--- src/compressed_instruction_expander_core_defines.svh ---
// Assertion macros for the compressed instruction expander.
// Used by the top level; no other dependencies.
`ifndef COMPRESSED_INSTRUCTION_EXPANDER_CORE_DEFINES_SVH
`define COMPRESSED_INSTRUCTION_EXPANDER_CORE_DEFINES_SVH
`ifndef SYNTH
`define CIE_ASSERT(label, clk, rst, prop, msg) \
   label: assert property (@(posedge clk) disable iff (rst) (prop)) else $error(msg);
`define CIE_ASSERT_RST(label, clk, prop, msg) \
   label: assert property (@(posedge clk) (prop)) else $error(msg);
`else
`define CIE_ASSERT(label, clk, rst, prop, msg)
`define CIE_ASSERT_RST(label, clk, prop, msg)
`endif
`endif

--- src/cie_pkg.sv ---
// Package for the compressed instruction expander: opcodes, classes, setting indices, config and result types.
// No dependencies.
`default_nettype none
package cie_pkg;
   localparam logic [6:0] OPC_LOAD   = 7'h03;
   localparam logic [6:0] OPC_FLOAD  = 7'h07;
   localparam logic [6:0] OPC_OPIMM  = 7'h13;
   localparam logic [6:0] OPC_OPIMMW = 7'h1B;
   localparam logic [6:0] OPC_STORE  = 7'h23;
   localparam logic [6:0] OPC_FSTORE = 7'h27;
   localparam logic [6:0] OPC_OP     = 7'h33;
   localparam logic [6:0] OPC_LUI    = 7'h37;
   localparam logic [6:0] OPC_OPW    = 7'h3B;
   localparam logic [6:0] OPC_BRANCH = 7'h63;
   localparam logic [6:0] OPC_JALR   = 7'h67;
   localparam logic [6:0] OPC_JAL    = 7'h6F;
   localparam logic [6:0] OPC_SYSTEM = 7'h73;

   localparam logic [2:0] CLS_C = 3'd0, CLS_ILL = 3'd1, CLS_D = 3'd2, CLS_F = 3'd3;
   localparam logic [2:0] CLS_M = 3'd4, CLS_ZBB = 3'd5, CLS_ZBA = 3'd6, CLS_ZICSR = 3'd7;

   localparam logic [1:0] CSR_XLEN = 2'd0, CSR_FLT = 2'd1, CSR_DBL = 2'd2;

   typedef struct packed {
      logic xlen_is_64;
      logic has_single_float;
      logic has_double_float;
   } cfg_type;

   typedef struct packed {
      logic        is_word_op;
      logic        is_double;
      logic [2:0]  ext_class;
      logic [17:0] immediate;
      logic [4:0]  src_reg_b;
      logic [4:0]  src_reg_a;
      logic [4:0]  dest_reg;
      logic [6:0]  upper_func;
      logic [2:0]  minor_func;
      logic [6:0]  major_opcode;
   } xinst_type;
endpackage
`default_nettype wire

--- src/cie_decode.sv ---
// Combinational expansion of one 16-bit compressed instruction.
// Depends on cie_pkg.
`default_nettype none
module cie_decode import cie_pkg::*; (
   input  wire logic [15:0] half_word,
   input  wire cfg_type     cfg,
   output xinst_type        res
);
   logic [15:0] w;
   logic [2:0]  f3;
   logic [1:0]  f2;
   logic [4:0]  rpa, rpb, r1, r2;
   logic [17:0] imm_lw, imm_ld, imm_ci, imm_cj, imm_ldsp, imm_lwsp, imm_sdsp, imm_swsp;
   logic [17:0] imm_b, imm_sp16, imm_lui;
   logic        ill;
   logic [2:0]  alu_f3;
   assign w = half_word;
   assign f3 = w[15:13];
   assign f2 = w[6:5];
   assign rpa = {2'b01, w[9:7]};
   assign rpb = {2'b01, w[4:2]};
   assign r1 = w[11:7];
   assign r2 = w[6:2];
   assign imm_lw = {11'd0, w[5], w[12:10], w[6], 2'b00};
   assign imm_ld = {10'd0, w[6:5], w[12:10], 3'b000};
   assign imm_ci = {{12{w[12]}}, w[12], w[6:2]};
   assign imm_cj = {{7{w[12]}}, w[8], w[10:9], w[6], w[7], w[2], w[11], w[5:3], 1'b0};
   assign imm_ldsp = {9'd0, w[4:2], w[12], w[6:5], 3'b000};
   assign imm_lwsp = {10'd0, w[3:2], w[12], w[6:4], 2'b00};
   assign imm_sdsp = {9'd0, w[9:7], w[12:10], 3'b000};
   assign imm_swsp = {10'd0, w[8:7], w[12:9], 2'b00};
   assign imm_b = {{10{w[12]}}, w[6:5], w[2], w[11:10], w[4:3], 1'b0};
   assign imm_sp16 = {{9{w[12]}}, w[4:3], w[5], w[2], w[6], 4'b0000};
   assign imm_lui = {w[12], w[6:2], 12'd0};

   always_comb begin
      unique case (f2)
         2'd0: alu_f3 = 3'd0;
         2'd1: alu_f3 = 3'd4;
         2'd2: alu_f3 = 3'd6;
         default: alu_f3 = 3'd7;
      endcase
   end

   always_comb begin
      res = '0;
      ill = 1'b0;
      if (w == 16'd0) begin
         ill = 1'b1;
      end else begin
         unique case (w[1:0])
            2'd0: begin
               unique case (f3)
                  3'd0: begin
                     res.major_opcode = OPC_OPIMM; res.dest_reg = rpb; res.src_reg_a = 5'd2;
                     res.immediate = {8'd0, w[10:7], w[12:11], w[5], w[6], 2'b00};
                  end
                  3'd1, 3'd5: begin
                     if (!cfg.has_double_float) ill = 1'b1;
                     res.major_opcode = f3[2] ? OPC_FSTORE : OPC_FLOAD;
                     res.minor_func = 3'd3; res.ext_class = CLS_D; res.is_double = 1'b1;
                     res.src_reg_a = rpa; res.immediate = imm_ld;
                     if (f3[2]) res.src_reg_b = rpb; else res.dest_reg = rpb;
                  end
                  3'd2, 3'd6: begin
                     res.major_opcode = f3[2] ? OPC_STORE : OPC_LOAD;
                     res.minor_func = 3'd2; res.src_reg_a = rpa; res.immediate = imm_lw;
                     if (f3[2]) res.src_reg_b = rpb; else res.dest_reg = rpb;
                  end
                  3'd3, 3'd7: begin
                     if (cfg.xlen_is_64) begin
                        res.major_opcode = f3[2] ? OPC_STORE : OPC_LOAD;
                        res.minor_func = 3'd3; res.immediate = imm_ld;
                     end else begin
                        if (!cfg.has_single_float) ill = 1'b1;
                        res.major_opcode = f3[2] ? OPC_FSTORE : OPC_FLOAD;
                        res.minor_func = 3'd2; res.ext_class = CLS_F; res.immediate = imm_lw;
                     end
                     res.src_reg_a = rpa;
                     if (f3[2]) res.src_reg_b = rpb; else res.dest_reg = rpb;
                  end
                  default: begin
                     if (w[12]) ill = 1'b1;
                     res.src_reg_a = rpa;
                     unique case (w[11:10])
                        2'd0: begin
                           res.major_opcode = OPC_LOAD; res.minor_func = 3'd4;
                           res.dest_reg = rpb; res.immediate = {16'd0, w[5], w[6]};
                        end
                        2'd1: begin
                           res.major_opcode = OPC_LOAD; res.minor_func = w[6] ? 3'd1 : 3'd5;
                           res.dest_reg = rpb; res.immediate = {16'd0, w[5], 1'b0};
                        end
                        2'd2: begin
                           res.major_opcode = OPC_STORE; res.minor_func = 3'd0;
                           res.src_reg_b = rpb; res.immediate = {16'd0, w[5], w[6]};
                        end
                        default: begin
                           if (w[6]) ill = 1'b1;
                           res.major_opcode = OPC_STORE; res.minor_func = 3'd1;
                           res.src_reg_b = rpb; res.immediate = {16'd0, w[5], 1'b0};
                        end
                     endcase
                  end
               endcase
            end
            2'd1: begin
               unique case (f3)
                  3'd0: begin
                     res.major_opcode = OPC_OPIMM; res.dest_reg = r1; res.src_reg_a = r1;
                     res.immediate = imm_ci;
                  end
                  3'd1: begin
                     if (cfg.xlen_is_64) begin
                        res.major_opcode = OPC_OPIMMW; res.is_word_op = 1'b1;
                        res.dest_reg = r1; res.src_reg_a = r1; res.immediate = imm_ci;
                     end else begin
                        res.major_opcode = OPC_JAL; res.dest_reg = 5'd1; res.immediate = imm_cj;
                     end
                  end
                  3'd2: begin
                     res.major_opcode = OPC_OPIMM; res.dest_reg = r1; res.immediate = imm_ci;
                  end
                  3'd3: begin
                     if (r1 == 5'd2) begin
                        res.major_opcode = OPC_OPIMM; res.dest_reg = 5'd2;
                        res.src_reg_a = 5'd2; res.immediate = imm_sp16;
                     end else begin
                        res.major_opcode = OPC_LUI; res.dest_reg = r1; res.immediate = imm_lui;
                     end
                  end
                  3'd4: begin
                     res.dest_reg = rpa; res.src_reg_a = rpa;
                     unique case (w[11:10])
                        2'd0, 2'd1: begin
                           res.major_opcode = OPC_OPIMM; res.minor_func = 3'd5;
                           res.upper_func = w[10] ? 7'h20 : 7'h00;
                           res.immediate = {12'd0, w[12], w[6:2]};
                        end
                        2'd2: begin
                           res.major_opcode = OPC_OPIMM; res.minor_func = 3'd7;
                           res.immediate = imm_ci;
                        end
                        default: begin
                           if (!w[12]) begin
                              res.major_opcode = OPC_OP; res.minor_func = alu_f3;
                              res.upper_func = (f2 == 2'd0) ? 7'h20 : 7'h00;
                              res.src_reg_b = rpb;
                           end else if (!f2[1]) begin
                              if (!cfg.xlen_is_64) ill = 1'b1;
                              res.major_opcode = OPC_OPW; res.is_word_op = 1'b1;
                              res.upper_func = (f2 == 2'd0) ? 7'h20 : 7'h00;
                              res.src_reg_b = rpb;
                           end else if (f2 == 2'd2) begin
                              res.major_opcode = OPC_OP; res.upper_func = 7'h01;
                              res.ext_class = CLS_M; res.src_reg_b = rpb;
                           end else begin
                              unique case (w[4:2])
                                 3'd0: begin
                                    res.major_opcode = OPC_OPIMM; res.minor_func = 3'd7;
                                    res.immediate = 18'd255;
                                 end
                                 3'd1, 3'd3: begin
                                    res.major_opcode = OPC_OPIMM; res.minor_func = 3'd1;
                                    res.upper_func = 7'h30; res.ext_class = CLS_ZBB;
                                    res.src_reg_b = w[3] ? 5'd5 : 5'd4;
                                    res.immediate = w[3] ? 18'd5 : 18'd4;
                                 end
                                 3'd2: begin
                                    res.major_opcode = cfg.xlen_is_64 ? OPC_OPW : OPC_OP;
                                    res.minor_func = 3'd4; res.upper_func = 7'h04;
                                    res.ext_class = CLS_ZBB; res.is_word_op = cfg.xlen_is_64;
                                 end
                                 3'd4: begin
                                    if (!cfg.xlen_is_64) ill = 1'b1;
                                    res.major_opcode = OPC_OPW; res.upper_func = 7'h04;
                                    res.ext_class = CLS_ZBA; res.is_word_op = 1'b1;
                                 end
                                 3'd5: begin
                                    res.major_opcode = OPC_OPIMM; res.minor_func = 3'd4;
                                    res.immediate = '1;
                                 end
                                 default: ill = 1'b1;
                              endcase
                           end
                        end
                     endcase
                  end
                  3'd5: begin
                     res.major_opcode = OPC_JAL; res.immediate = imm_cj;
                  end
                  default: begin
                     res.major_opcode = OPC_BRANCH; res.minor_func = {2'b00, f3[0]};
                     res.src_reg_a = rpa; res.immediate = imm_b;
                  end
               endcase
            end
            2'd2: begin
               unique case (f3)
                  3'd0: begin
                     res.major_opcode = OPC_OPIMM; res.minor_func = 3'd1;
                     res.dest_reg = r1; res.src_reg_a = r1;
                     res.immediate = {12'd0, w[12], r2};
                  end
                  3'd1, 3'd5: begin
                     if (!cfg.has_double_float) ill = 1'b1;
                     res.ext_class = CLS_D; res.is_double = 1'b1; res.src_reg_a = 5'd2;
                     res.minor_func = 3'd3;
                     if (f3[2]) begin
                        res.major_opcode = OPC_FSTORE; res.src_reg_b = r2;
                        res.immediate = imm_sdsp;
                     end else begin
                        res.major_opcode = OPC_FLOAD; res.dest_reg = r1;
                        res.immediate = imm_ldsp;
                     end
                  end
                  3'd2: begin
                     res.major_opcode = OPC_LOAD; res.minor_func = 3'd2; res.dest_reg = r1;
                     res.src_reg_a = 5'd2; res.immediate = imm_lwsp;
                  end
                  3'd6: begin
                     res.major_opcode = OPC_STORE; res.minor_func = 3'd2; res.src_reg_a = 5'd2;
                     res.src_reg_b = r2; res.immediate = imm_swsp;
                  end
                  3'd3, 3'd7: begin
                     res.src_reg_a = 5'd2;
                     if (cfg.xlen_is_64) begin
                        res.minor_func = 3'd3;
                        if (f3[2]) begin
                           res.major_opcode = OPC_STORE; res.src_reg_b = r2;
                           res.immediate = imm_sdsp;
                        end else begin
                           res.major_opcode = OPC_LOAD; res.dest_reg = r1;
                           res.immediate = imm_ldsp;
                        end
                     end else begin
                        if (!cfg.has_single_float) ill = 1'b1;
                        res.ext_class = CLS_F; res.minor_func = 3'd2;
                        if (f3[2]) begin
                           res.major_opcode = OPC_FSTORE; res.src_reg_b = r2;
                           res.immediate = imm_swsp;
                        end else begin
                           res.major_opcode = OPC_FLOAD; res.dest_reg = r1;
                           res.immediate = imm_lwsp;
                        end
                     end
                  end
                  default: begin
                     priority if (!w[12] && r2 == 5'd0) begin
                        res.major_opcode = OPC_JALR; res.src_reg_a = r1;
                     end else if (!w[12]) begin
                        res.major_opcode = OPC_OP; res.dest_reg = r1; res.src_reg_b = r2;
                     end else if (r1 == 5'd0 && r2 == 5'd0) begin
                        res.major_opcode = OPC_SYSTEM; res.ext_class = CLS_ZICSR;
                        res.immediate = 18'd1;
                     end else if (r2 == 5'd0) begin
                        res.major_opcode = OPC_JALR; res.dest_reg = 5'd1; res.src_reg_a = r1;
                     end else begin
                        res.major_opcode = OPC_OP; res.dest_reg = r1; res.src_reg_a = r1;
                        res.src_reg_b = r2;
                     end
                  end
               endcase
            end
            default: res = '0;
         endcase
      end
      if (ill) begin
         res = '0;
         res.ext_class = CLS_ILL;
      end
   end
endmodule
`default_nettype wire

--- src/compressed_instruction_expander_core.sv ---
// Top level of the compressed instruction expander: stream ports, settings, output register.
// Depends on cie_pkg, cie_decode and the assertion macro header.
`default_nettype none
`include "compressed_instruction_expander_core_defines.svh"
// Expands one 16-bit compressed RISC-V instruction per request into the fields of
// the equivalent 32-bit instruction. A request is registered on entry, expanded by
// one combinational decoder and held in a result register; one request is taken
// every cycle while the result side keeps up. Three setting bits (RV64, F, D) are
// written on the csr_ channel; the user must write them only while the block is
// idle, as the block itself does not enforce this.
module compressed_instruction_expander_core import cie_pkg::*; (
   input  wire logic        clock,
   input  wire logic        reset,
   input  wire logic        req_tvalid,
   output logic             req_tready,
   input  wire logic [15:0] req_tdata,   // half_word
   output logic             rsp_tvalid,
   input  wire logic        rsp_tready,
   output logic [63:0]      rsp_tdata,   // major_opcode, minor_func, upper_func, dest_reg,
                                         // src_reg_a, src_reg_b, immediate, ext_class,
                                         // is_double, is_word_op, zero fill
   input  wire logic        csr_valid,
   output logic             csr_ready,
   input  wire logic [1:0]  csr_index,
   input  wire logic [0:0]  csr_data
);
   cfg_type     cfg_ff, cfg_in;
   logic        in_vld_ff, in_vld_in;
   logic [15:0] in_data_ff, in_data_in;
   logic        out_vld_ff, out_vld_in;
   xinst_type   out_data_ff, out_data_in, dec;
   logic        adv;

   cie_decode u_decode (.half_word(in_data_ff), .cfg(cfg_ff), .res(dec));

   assign adv = !out_vld_ff || rsp_tready;
   assign req_tready = !in_vld_ff || adv;
   assign csr_ready = 1'b1;
   assign rsp_tvalid = out_vld_ff;
   assign rsp_tdata = {9'd0, out_data_ff};

   always_comb begin
      cfg_in = cfg_ff;
      if (csr_valid) begin
         unique case (csr_index)
            CSR_XLEN: cfg_in.xlen_is_64 = csr_data[0];
            CSR_FLT:  cfg_in.has_single_float = csr_data[0];
            CSR_DBL:  cfg_in.has_double_float = csr_data[0];
            default:  cfg_in = cfg_ff;
         endcase
      end
      in_vld_in = in_vld_ff;
      in_data_in = in_data_ff;
      out_vld_in = out_vld_ff;
      out_data_in = out_data_ff;
      if (adv) begin
         out_vld_in = in_vld_ff;
         out_data_in = dec;
      end
      if (req_tready) begin
         in_vld_in = req_tvalid;
         in_data_in = req_tdata;
      end
   end

   always_ff @(posedge clock) begin
      if (reset) begin
         cfg_ff <= '{xlen_is_64: 1'b0, has_single_float: 1'b1, has_double_float: 1'b1};
         in_vld_ff <= 1'b0;
         out_vld_ff <= 1'b0;
      end else begin
         cfg_ff <= cfg_in;
         in_vld_ff <= in_vld_in;
         out_vld_ff <= out_vld_in;
      end
      in_data_ff <= in_data_in;
      out_data_ff <= out_data_in;
   end

   `CIE_ASSERT(a_hold, clock, reset, out_vld_ff && !rsp_tready |=> out_vld_ff, "result lost")
   `CIE_ASSERT(a_stall, clock, reset, in_vld_ff && !adv |-> !req_tready, "request overrun")
   `CIE_ASSERT(a_ill, clock, reset, out_vld_ff && out_data_ff.ext_class == CLS_ILL |-> out_data_ff.major_opcode == 7'd0, "illegal result not cleared")
endmodule
`default_nettype wire

--- config.mk ---
export PLATFORM = sky130hd
export DESIGN_NAME = compressed_instruction_expander_core
export DESIGN_NICKNAME = d
export VERILOG_FILES = /design/src/cie_pkg.sv /design/src/cie_decode.sv /design/src/compressed_instruction_expander_core.sv
export VERILOG_INCLUDE_DIRS = /design/src /design/src/src
export SDC_FILE = /design/constraint.sdc
export NUM_CORES = 1
export LEC_CHECK = 0
export BUFFER_PORTS_ARGS = -buffer_cell sky130_fd_sc_hd__buf_2
export CAP_MARGIN = 10
export CORE_ASPECT_RATIO = 0.6
export CORE_MARGIN = 1.5
export CORE_UTILIZATION = 50
export DETAILED_ROUTE_END_ITERATION = 12
export PLACE_DENSITY = 0.76
export SLEW_MARGIN = 20
export SYNTH_ARGS = -nofsm -noshare
export SYNTH_HDL_FRONTEND = slang
export SYNTH_SLANG_ARGS = --single-unit
--- constraint.sdc ---
create_clock -name clock -period 1.9 [get_ports clock]
set_input_delay 0.38 -clock clock [delete_from_list [all_inputs] [get_ports clock]]
set_output_delay 0.38 -clock clock [all_outputs]
set_load 0.01 [all_outputs]
==> run_results.csv <==
group,metric,value,unit
floorplanning,floorplan.die.width,127,um
global_route,globalRouteOverflowTotal,0,
route,detailroute.via_count,5047,
setup_path,critical_path.reg2reg.startpoint,"in_data_ff[11]",
logic_synthesis,netlist_top_cells_count,"edfxtp_1 (67), nand2_1 (35), nor2_1 (35)",
global_route,grt_max_degree,52,
timing,period_needed,2130,ps
logic_synthesis,synth-edff-count,67,
clocking,tritoncts_num_sinks,72,
placement,port_buffers,77,
cells_and_area,area_growth,42.0,%
timing,report.final.slew_viol_count,0,
logic_synthesis,yosysMostFrequentCell,"edfxtp_1",
logic_synthesis,synthesis.area_per_instance,9.62,um^2
power,power.density_cell_area,745,nW/um^2
global_route,grt_antenna_before_repair,0,
clocking,clkSlewWorstSetupHoldPaths,60,ps
logic_synthesis,yosysWarnings,0,
timing,hold_viol,0,
logic_synthesis,synth_seq_area_share,46.0,%
global_route,grt_util_all_layers,36.3,%
logic_synthesis,cell_count_after_synthesis,477,
power,ir_worst_vdd,0.000489,V
global_route,number_of_global_route_vias_before_repair,4424,
global_route,first_pass_grt_wire_length,26200,um
route,post_drt_via_cell_ratio,6.50,
timing,max_slew.worst_pin.slew,701,ps
logic_synthesis,synth_area_leaders,"edfxtp_1 (44%), buf_4 (3.4%), a21oi_1 (3.2%)",
placement,dp.final_hpwl,12800,um
route,drt_first_pass_iters,6,
logic_synthesis,syn_area,4590,um^2
cells_and_area,final_layout_size_suffix_gt1_share,42.6,%
outcome,status,"complete, but fails checks",
floorplanning,core_region_area,8720,um^2
setup_path,critical_path_required,2100,ps
setup_path,critPathLaunchType,"flop",
route,dr.first_iter.drc_count,757,
clocking,cts-root-to-sink-buffers,2,
clocking,cts.hold.buffers_added,0,
min_path,class_of_the_tightest_hold_or_removal_check,"in2reg",
route,drc,0,
outcome,failed_checks,"negative setup slack",
route,drt-wirelength-per-cell,23.6,um
timing,setup_ws,-228,ps
logic_synthesis,synth-seq-cells,72,
clocking,tritoncts_clock_tree,"done",
power,power_leakage,2.87,nW
timing,final_worst_hold_slack,211,ps
clocking,htree_levels,3,
floorplanning,dieHeight,77.2,um
timing,fmaxAchievable,470,MHz
timing,rsz0062_at_grt,"true",
setup_path,cp-end-kind,"flop",
job,cap_violations,0,
logic_synthesis,async_reset_ff_share,0,%
setup_path,critical_path_class,"reg2reg",
setup_path,setup.worst_path.start,"in_data_ff[11]",
placement,post_placement_worst_setup_slack,-419,ps
cells_and_area,final_net_count,684,
floorplanning,floorplan.rows,26,
setup_path,worst_ep_arrival_time,2330,ps
route,antenna_left,0,
timing,slew-limit-headroom,53.3,%
min_path,worst_hold_startpoint,"req_tdata[2]",
logic_synthesis,synth_largest_type_area_fraction,43.8,%
setup_path,timing.critical_path.fanout_max,5,
clocking,cts_buffers,9,
clocking,worstSkewPairLatency,340,ps
logic_synthesis,netlist-cell-type-count,79,
cells_and_area,finalNonFillerCells,777,
timing,finalCritPeriodShare,112,%
cells_and_area,num_antenna_cells,0,
floorplanning,initial_utilization,52.6,%
clocking,cts_root_buffer,"clkbuf_16",
timing,setup_violations,47,
logic_synthesis,yosysTopAreaCell,"edfxtp_1",
timing,finClkSkew,7.42,ps
floorplanning,boundaryPins,91,
placement,gp_weighted_congestion,1.01,
logic_synthesis,ys.flop_type,"edfxtp_1",
floorplanning,design.die.area,9780,um^2
placement,dpl.cell_count,745,
route,wirelength,18400,um
path summary, 6_finish.rpt:
| kind | endpoint | slack, ps | depth (start not counted) |
|---|---|---|---|
| worst min register to register | cfg_ff[0] | 490 | 2 |
| worst min-delay path | in_data_ff[2] | 210 | 1 |
| worst max-delay path | rsp_tdata[44] | -230 | 7 |
| worst max register to register | rsp_tdata[44] | -230 | 7 |
final cells by class:
cell class,count,area (um^2)
fillers,641,2200
well taps,112,140
repair buffers,219,1560
clock inverters,6,92.6
multi-input cells,347,2340
clock buffers,10,229
flip-flops and latches,72,2110
inverters,11,46.3
cells in the final DEF (no fill, tap or decap), types with 13 or more instances in the layout:
master and count:
buf_6 14, buf_2 78, a21oi_1 27, edfxtp_1 67, conb_1 13, o21ai_0 23
nand2_1 32, buf_4 122, nand3_1 17, nor2_1 34, nor3_1 16, nand2b_1 15
routing by layer:
metal	vias up	wire (um)	global-route usage (%)
met5	-	0	0
met4	0	528	9.89
met3	79	2770	13.0
met2	465	7390	49.5
met1	2335	7680	53.9
li1	2168	-	-
flip-flops by register name, indices dropped and copies added (netlist names):
register and cells:
cfg_ff 3, in_vld_ff 1, in_data_ff 16, rsp_tvalid 1, rsp_tdata 51
power breakdown:
group | total, W | internal, W | switching (W)
clock | 0.00188 | 0.00116 | 0.000719
combinational | 0.00107 | 0.000450 | 0.000617
sequential | 0.00191 | 0.00186 | 0.0000478
cell families (layout without fill, tap and decap cells):
logic type / count (synthesis) / in the layout / synth area share [%]
other cells: 2 / 13 / 0.164
buf+inv: 69 / 246 / 8.26
simple gates: 187 / 187 / 22.4
flops: 72 / 72 / 46.0
mux: 7 / 7 / 1.55
xor+xnor: 2 / 2 / 0.382
compound gates: 138 / 138 / 21.2
what timing repair did:
| item | 4_1_cts | 5_1_grt |
|---|---|---|
| setup endpoints to repair | 47 | 51 |
| endpoints found under the hold margin | 0 | 0 |
| cloned | 0 | 1 |
| pin swaps | 11 | 12 |
| setup buffers | 7 | 9 |
| gates resized for setup | 27 | 30 |
stage by stage:
| step | cell area [um^2] | util [%] | total power, W | setup TNS [ps] |
|---|---|---|---|---|
| 6_report | 6520 | 74.8 | 0.00486 | -8450 |
| 5_1_grt | 6520 | 74.8 | 0.00498 | -10170 |
| 4_1_cts | 6300 | 72.2 | 0.00475 | -7640 |
| 3_5_place_dp | 5810 | 66.7 | 0.00288 | -7780 |
| 3_3_place_gp | 5810 | 66.7 | 0.00287 | -6890 |
| 2_1_floorplan | 4630 | - | 0.00244 | -111 |
worst max-delay path, cell delays in order, from the launching register on:
cell and delay [ps]:
edfxtp_1 390, or4_4 600, buf_6 150, nor3_4 280, buf_4 170, o21a_4 120
o21ba_4 170, o21bai_4 120
(Power assumes the default switching activity.)
